==> config.mk <==
export PLATFORM = sky130hd
export DESIGN_NAME = hypercube_safety_level_router_core
export DESIGN_NICKNAME = d
export VERILOG_FILES = /design/src/design/hslr_pkg.sv /design/src/design/hypercube_safety_level_router_core.sv
export SDC_FILE = /design/constraint.sdc
export NUM_CORES = 1
export LEC_CHECK = 0
export ABC_CLOCK_PERIOD_IN_PS = 4850
export BUFFER_PORTS_ARGS = -buffer_cell sky130_fd_sc_hd__buf_2
export CORE_MARGIN = 1.5
export CORE_UTILIZATION = 45
export CTS_BUF_LIST = sky130_fd_sc_hd__clkbuf_4 sky130_fd_sc_hd__clkbuf_8
export CTS_CLUSTER_SIZE = 8
export DETAILED_ROUTE_END_ITERATION = 10
export PLACE_DENSITY_LB_ADDON = 0.3
export SLEW_MARGIN = 20
export SYNTH_ARGS = -nofsm -noshare
export SYNTH_HDL_FRONTEND = slang
export SYNTH_SLANG_ARGS = --single-unit
==> constraint.sdc <==
create_clock -name clk -period 4.85 [get_ports clk]
set_input_delay 0.7275 -clock clk [delete_from_list [all_inputs] [get_ports clk]]
set_output_delay 0.7275 -clock clk [all_outputs]
set_load 0.02 [all_outputs]
==> src/design/hslr_pkg.sv <==
`timescale 1ns / 1ps
`default_nettype none

package hslr_pkg;

  localparam int DIMENSIONS_DEF = 8;
  localparam int ADDR_W         = 8;

  // Safety levels
  localparam logic [1:0] LVL_SAFE   = 2'd0;
  localparam logic [1:0] LVL_UNSAFE = 2'd1;
  localparam logic [1:0] LVL_STRONG = 2'd2;
  localparam logic [1:0] LVL_FAULTY = 2'd3;

  // Result status codes
  localparam logic [2:0] ST_ROUTED  = 3'd0;
  localparam logic [2:0] ST_SELF    = 3'd1;
  localparam logic [2:0] ST_NOROUTE = 3'd2;
  localparam logic [2:0] ST_UPDATED = 3'd3;
  localparam logic [2:0] ST_NOTADJ  = 3'd4;

  // Opcodes
  localparam logic OP_UPDATE = 1'b0;
  localparam logic OP_ROUTE  = 1'b1;

  typedef struct packed {
    logic              opcode;
    logic [ADDR_W-1:0] peer_address;
    logic [1:0]        new_state;
    logic [ADDR_W-1:0] target_address;
  } in_item_t;

  typedef struct packed {
    logic [2:0] status;
    logic [2:0] next_dimension;
    logic [1:0] own_state;
    logic       state_changed;
  } out_item_t;

endpackage

`default_nettype wire

==> src/design/hypercube_safety_level_router_core.sv <==
`timescale 1ns / 1ps
`default_nettype none

// Hypercube safety-level router. The core holds one 2-bit safety level per
// hypercube dimension (safe, unsafe, strongly unsafe, faulty) and the node's
// own level. An update transfer reports a neighbour's level: the neighbour
// must differ from own_address in exactly one dimension, otherwise it is
// flagged as not adjacent and nothing changes; the own level is then
// recomputed and a change is flagged. A route transfer names a target and
// returns the next-hop dimension, taken by fixed priority (safe, unsafe,
// then strongly unsafe on differing dimensions, then safe and unsafe on
// agreeing ones) and lowest dimension first within each class. Each item
// is handled by one shared examiner that visits one dimension per cycle:
// the accepting cycle latches the item, the scan state then visits every
// dimension in turn and the resolve state writes the result into the
// output register. A new item is taken only once the previous one has
// been resolved. in_ready is high only while the sequencer is idle; a
// finished result waits in the output register, and the next item may be
// accepted meanwhile. If that next result resolves while the output
// register is still held, the sequencer waits in its resolve state until
// the held result is transferred. own_address is written through
// cfg_wr_en/cfg_wr_data and should only change while the core is idle;
// the neighbour table is kept across such writes.
module hypercube_safety_level_router_core
  import hslr_pkg::*;
#(
  parameter int DIMENSIONS = DIMENSIONS_DEF
) (
  input  wire              clk,
  input  wire              rst_n,
  input  wire              in_valid,
  output logic             in_ready,
  input  in_item_t         in_data,
  output logic             out_valid,
  input  wire              out_ready,
  output out_item_t        out_data,
  input  wire              cfg_wr_en,
  input  wire [ADDR_W-1:0] cfg_wr_data
);

  localparam int DW    = (DIMENSIONS > 1) ? $clog2(DIMENSIONS) : 1;
  localparam int EXT_W = (DIMENSIONS > ADDR_W) ? DIMENSIONS : ADDR_W;
  localparam int NCLS  = 5;

  // Route priority classes, highest first
  localparam int CLS_DIFF_SAFE   = 0;
  localparam int CLS_DIFF_UNSAFE = 1;
  localparam int CLS_DIFF_STRONG = 2;
  localparam int CLS_AGR_SAFE    = 3;
  localparam int CLS_AGR_UNSAFE  = 4;

  // Sequencer states
  localparam logic [1:0] S_IDLE = 2'd0;
  localparam logic [1:0] S_SCAN = 2'd1;
  localparam logic [1:0] S_DONE = 2'd2;

  logic [1:0]        state_r, state_nxt;
  logic [DW-1:0]     idx_r, idx_nxt;
  logic [ADDR_W-1:0] own_addr_r;

  // Item being worked on
  logic                  op_r;
  logic [1:0]            new_state_r;
  logic [DIMENSIONS-1:0] diff_r;

  // Scan accumulators
  logic [1:0]    dist_r, dist_nxt;         // differing dimensions, saturating at 3
  logic [DW-1:0] first_diff_r, first_diff_nxt;
  logic          any_safe_r, any_safe_nxt;
  logic [1:0]    faulty_cnt_r, faulty_cnt_nxt;   // saturating at 2
  logic [1:0]    nonsafe_cnt_r, nonsafe_cnt_nxt; // saturating at 3
  logic [NCLS-1:0] found_r, found_nxt;
  logic [DW-1:0]   cls_dim_r [NCLS];
  logic [DW-1:0]   cls_dim_nxt [NCLS];

  logic [1:0] nbr_r [DIMENSIONS];
  logic [1:0] own_lvl_r;

  logic      out_valid_r;
  out_item_t out_data_r, out_data_nxt;

  logic accept_in, load_out, scan_last;
  logic [EXT_W-1:0] own_ext, key_ext;

  // Examiner signals for the dimension under the cursor
  logic       cur_diff;
  logic [1:0] cur_lvl, eff_lvl;
  logic [NCLS-1:0] cur_cls;

  // Resolution
  logic [1:0] lvl_new;
  logic       adjacent, strong_ok;

  assign in_ready  = (state_r == S_IDLE);
  assign accept_in = in_valid && in_ready;
  assign load_out  = (state_r == S_DONE) && (!out_valid_r || out_ready);
  assign scan_last = (idx_r == DW'(DIMENSIONS - 1));
  assign out_valid = out_valid_r;
  assign out_data  = out_data_r;

  // Drop address bits at and above DIMENSIONS
  assign own_ext = EXT_W'(own_addr_r);
  assign key_ext = (in_data.opcode == OP_ROUTE) ? EXT_W'(in_data.target_address)
                                                : EXT_W'(in_data.peer_address);

  // Shared examiner: classify one dimension per cycle
  always_comb begin
    cur_diff = diff_r[idx_r];
    cur_lvl  = nbr_r[idx_r];
    // For the level count, assume the update lands on the differing
    // dimension; the counts are discarded unless exactly one differs.
    eff_lvl  = cur_diff ? new_state_r : cur_lvl;
    cur_cls = '0;
    cur_cls[CLS_DIFF_SAFE]   = cur_diff  && (cur_lvl == LVL_SAFE);
    cur_cls[CLS_DIFF_UNSAFE] = cur_diff  && (cur_lvl == LVL_UNSAFE);
    cur_cls[CLS_DIFF_STRONG] = cur_diff  && (cur_lvl == LVL_STRONG);
    cur_cls[CLS_AGR_SAFE]    = !cur_diff && (cur_lvl == LVL_SAFE);
    cur_cls[CLS_AGR_UNSAFE]  = !cur_diff && (cur_lvl == LVL_UNSAFE);
  end

  // Sequencer and accumulator next values
  always_comb begin
    state_nxt       = state_r;
    idx_nxt         = idx_r;
    dist_nxt        = dist_r;
    first_diff_nxt  = first_diff_r;
    any_safe_nxt    = any_safe_r;
    faulty_cnt_nxt  = faulty_cnt_r;
    nonsafe_cnt_nxt = nonsafe_cnt_r;
    found_nxt       = found_r;
    for (int c = 0; c < NCLS; c++) cls_dim_nxt[c] = cls_dim_r[c];

    unique case (state_r)
      S_IDLE: begin
        if (accept_in) begin
          state_nxt       = S_SCAN;
          idx_nxt         = '0;
          dist_nxt        = '0;
          first_diff_nxt  = '0;
          any_safe_nxt    = 1'b0;
          faulty_cnt_nxt  = '0;
          nonsafe_cnt_nxt = '0;
          found_nxt       = '0;
        end
      end
      S_SCAN: begin
        if (cur_diff && dist_r == 2'd0) first_diff_nxt = idx_r;
        if (cur_diff && dist_r != 2'd3) dist_nxt = dist_r + 2'd1;
        if (eff_lvl == LVL_SAFE) begin
          any_safe_nxt = 1'b1;
        end else begin
          if (nonsafe_cnt_r != 2'd3) nonsafe_cnt_nxt = nonsafe_cnt_r + 2'd1;
          if (eff_lvl == LVL_FAULTY && faulty_cnt_r != 2'd2)
            faulty_cnt_nxt = faulty_cnt_r + 2'd1;
        end
        // Keep the lowest dimension of each class
        for (int c = 0; c < NCLS; c++) begin
          if (cur_cls[c] && !found_r[c]) begin
            found_nxt[c]   = 1'b1;
            cls_dim_nxt[c] = idx_r;
          end
        end
        if (scan_last) state_nxt = S_DONE;
        else           idx_nxt   = idx_r + DW'(1);
      end
      S_DONE: begin
        if (load_out) state_nxt = S_IDLE;
      end
      default: state_nxt = S_IDLE;
    endcase
  end

  // Resolve the result from the accumulators
  always_comb begin
    adjacent  = (dist_r == 2'd1);
    strong_ok = (dist_r != 2'd3) || (own_lvl_r == LVL_STRONG);

    if (!any_safe_r)                                lvl_new = LVL_STRONG;
    else if (faulty_cnt_r == 2'd2 || nonsafe_cnt_r == 2'd3) lvl_new = LVL_UNSAFE;
    else                                            lvl_new = LVL_SAFE;

    out_data_nxt = '0;
    out_data_nxt.own_state = own_lvl_r;
    if (op_r == OP_UPDATE) begin
      if (adjacent) begin
        out_data_nxt.status        = ST_UPDATED;
        out_data_nxt.own_state     = lvl_new;
        out_data_nxt.state_changed = (lvl_new != own_lvl_r);
      end else begin
        out_data_nxt.status = ST_NOTADJ;
      end
    end else begin
      priority if (dist_r == 2'd0) begin
        out_data_nxt.status = ST_SELF;
      end else if (found_r[CLS_DIFF_SAFE]) begin
        out_data_nxt.next_dimension = 3'(cls_dim_r[CLS_DIFF_SAFE]);
      end else if (found_r[CLS_DIFF_UNSAFE]) begin
        out_data_nxt.next_dimension = 3'(cls_dim_r[CLS_DIFF_UNSAFE]);
      end else if (found_r[CLS_DIFF_STRONG] && strong_ok) begin
        out_data_nxt.next_dimension = 3'(cls_dim_r[CLS_DIFF_STRONG]);
      end else if (found_r[CLS_AGR_SAFE]) begin
        out_data_nxt.next_dimension = 3'(cls_dim_r[CLS_AGR_SAFE]);
      end else if (found_r[CLS_AGR_UNSAFE]) begin
        out_data_nxt.next_dimension = 3'(cls_dim_r[CLS_AGR_UNSAFE]);
      end else begin
        out_data_nxt.status = ST_NOROUTE;
      end
      if (out_data_nxt.status == ST_ROUTED) begin
        // status left at its default: routed
      end
    end
  end

  // Control state, table and own level
  always_ff @(posedge clk) begin
    if (!rst_n) begin
      state_r     <= S_IDLE;
      idx_r       <= '0;
      own_addr_r  <= '0;
      own_lvl_r   <= LVL_STRONG;
      out_valid_r <= 1'b0;
      for (int d = 0; d < DIMENSIONS; d++) nbr_r[d] <= LVL_FAULTY;
    end else begin
      state_r <= state_nxt;
      idx_r   <= idx_nxt;
      if (cfg_wr_en) own_addr_r <= cfg_wr_data;
      // Commit an update only as its result is transferred into the output
      if (load_out && op_r == OP_UPDATE && adjacent) begin
        nbr_r[first_diff_r] <= new_state_r;
        own_lvl_r           <= lvl_new;
      end
      if (load_out)       out_valid_r <= 1'b1;
      else if (out_ready) out_valid_r <= 1'b0;
    end
  end

  // Payload and accumulator registers
  always_ff @(posedge clk) begin
    if (accept_in) begin
      op_r        <= in_data.opcode;
      new_state_r <= in_data.new_state;
      diff_r      <= own_ext[DIMENSIONS-1:0] ^ key_ext[DIMENSIONS-1:0];
    end
    dist_r        <= dist_nxt;
    first_diff_r  <= first_diff_nxt;
    any_safe_r    <= any_safe_nxt;
    faulty_cnt_r  <= faulty_cnt_nxt;
    nonsafe_cnt_r <= nonsafe_cnt_nxt;
    found_r       <= found_nxt;
    for (int c = 0; c < NCLS; c++) cls_dim_r[c] <= cls_dim_nxt[c];
    if (load_out) out_data_r <= out_data_nxt;
  end

endmodule

`default_nettype wire
==> results.yml <==
run_status:
  status: "complete, no violations"
yosys:
  yosysTopAreaCell: "edfxtp_1"
  ys_top_cells_by_area: "edfxtp_1, dfxtp_1, mux2i_1"
  synth_cell_types: 43
  syn_avg_cell_area_um2: 12.9
  ys_ff_latch: 85
  synthArstFlopShare_pct: 0
  ys_warn_count: 0
  syn_nets: 341
  synth-edff-count: 66
  postSynthCellCount: 302
  netlist_area_um2: 3880
  synthFlopType: "edfxtp_1"
  synth-seq-area-share_pct: 60.8
  synth_top_area_share_pct: 51.0
power_and_ir_drop:
  power.leakage_nw: 1.53
  finalPower_mw: 1.49
  peakVddDrop_mv: 0.147
  power_density_nw_per_um2: 340
routing:
  drt-vias-per-instance: 5.40
  wirelength_um: 7020
  first_pass_iters: 5
  top_layer_used: "met4"
  vias: 2445
  drtIter0Drc: 123
  final_antenna_net_count: 0
  wl_met2_um: 3330
  post_drt_wl_per_cell_um: 15.5
  drc: 0
  met3_length_um: 436
  met1_length_um: 3120
clocking:
  cts_hold_buf: 0
  cts.path.max_buffers: 2
  cts_setup_buffers: 0
  root_buffer: "clkbuf_8"
  numCtsBuffers: 9
  htree_levels: 3
  clock_latency_ns: 0.35
  postCtsResizedCells: 0
  cts_tree: "done"
  cts.clk_slew.worst_paths_ns: 0.08
  clock-sinks: 85
setup_path:
  crit_path_end_kind: "flip-flop"
  criticalPathCategory: "flip-flop to flip-flop"
  start_kind: "flip-flop"
  crit_arrival_ns: 2.40
  critPathMaxFanout: 10
  r2r_slack_ns: 2.50
  cp_data_required_time_ns: 4.90
grt:
  grt_pass1_vias: 2309
  grt_overflow: 0
  antenna_found_initial: 0
  grt_max_degree: 27
  grt_pass1_wl_um: 11300
  grt.total_usage_pct: 16.9
floorplanning:
  core_um2: 8300
  start_util_pct: 46.8
  die_h_um: 95.9
  io_pins: 43
  rows: 33
  die_area_um2: 9200
  die_x_um: 95.9
layout:
  fillers: 710
  multi_input_area_um2: 1420
  regArea_um2: 2360
  nets: 382
  final_layout_size_suffix_gt1_share_pct: 19.0
  diodes: 0
  syn_to_final_growth_pct: 12.9
  final_cell_count_no_fill: 453
  final_common_cell: "edfxtp_1"
  final_cell_mix: "edfxtp_1, buf_2, nand2_1"
timing:
  final-hold-violation-count: 0
  fin_crit_ns: 2.35
  worstMarginPinSlew_ns: 0.747
  fin_crit_sh_pct: 48.4
  rsz0062_at_grt: "false"
  fmax_ghz: 0.426
  slew_violations: 0
  clock_skew_ns: 0.00840
  setup_viol: 0
  slew_headroom_pct: 50.0
  tns_ns: 0
  fin_ws_ns: 2.50
placement:
  place.port_buffers: 42
  post-place-ws_ns: 2.42
  routabilityCongestion: 0.789
  dpl.hpwl_um: 5130
  dp.cells: 437
job:
  drv_cap: 0
min_path:
  hold_path.class: "flip-flop to flip-flop"
## flip-flops by register name, indices dropped and copies added (netlist names), named ones only
name           flops
out_valid          1
cls_dim_r         15
faulty_cnt_r       2
nbr_r             16
diff_r             8
nonsafe_cnt_r      2
found_r            5
first_diff_r       3
op_r               1
state_r            2
own_lvl_r          2
out_data           9
new_state_r        2
any_safe_r         1
idx_r              3
own_addr_r         8
dist_r             2
## cell families after synthesis
| logic type | count (synthesis) | share of synthesized area, % |
|---|---|---|
| buffers and inverters | 25 | 2.71 |
| multiplexers | 26 | 10.2 |
| AND/OR/NAND/NOR | 99 | 13.5 |
| XOR/XNOR | 8 | 1.80 |
| flip-flops | 85 | 60.8 |
| AO/OA/AOI/OAI | 52 | 8.73 |
| adder cells (fa/ha/maj) | 7 | 2.25 |
## worst max-delay path: stages, from the launching register on
cell and delay, ns:
dfxtp_1 0.56, mux4_1 0.66, mux2i_4 0.23, or2_1 0.36
o21ai_0 0.25
## cells in the mapped netlist, types with 8 or more instances
| master | count |
|---|---|
| clkbuf_1 | 8 |
| o21ai_0 | 18 |
| nand2_1 | 24 |
| a21oi_1 | 9 |
| nor2_1 | 18 |
| dfxtp_1 | 19 |
| nor2b_1 | 20 |
| xnor2_1 | 8 |
| mux2i_1 | 17 |
| edfxtp_1 | 66 |
| inv_1 | 12 |
## final cells by class
class	instances	area share, %
Clock buffer	9	2.83
Clock inverter	7	2.05
Inverter	13	1.11
Multi-Input combinational cell	192	32.3
Sequential cell	85	53.9
Tap cell	105	3.00
Timing Repair Buffer	42	4.79
## per-layer routing
metal | track usage [%] | vias up
li1 | - | 1192
met1 | 21.6 | 1152
met2 | 27.5 | 91
met3 | 4.50 | 10
met4 | 6.50 | 0
met5 | 0 | -
## path summary, 6_finish.rpt
check	cells after the start	endpoint	startpoint
max	4	first_diff_r[1]	idx_r[1]
min	2	own_lvl_r[1]	own_lvl_r[1]
max reg2reg	4	first_diff_r[1]	idx_r[1]
min reg2reg	2	own_lvl_r[1]	own_lvl_r[1]
## through the flow
stage / util [%] / hold WS (ns) / area (um2)
after floorplan: - / 0.497 / 3880
after global placement: 50.2 / 0.517 / 4170
after detailed placement: 50.2 / 0.523 / 4170
after global routing: 52.8 / 0.541 / 4380
after CTS: 52.8 / 0.534 / 4380
final: 52.8 / 0.532 / 4380
## where the power goes
group	internal (mW)	total [mW]	switching, mW
clock	0.288	0.541	0.254
sequential	0.813	0.838	0.0252
combinational	0.0513	0.113	0.0617
Power figures use the tool's default switching activity.
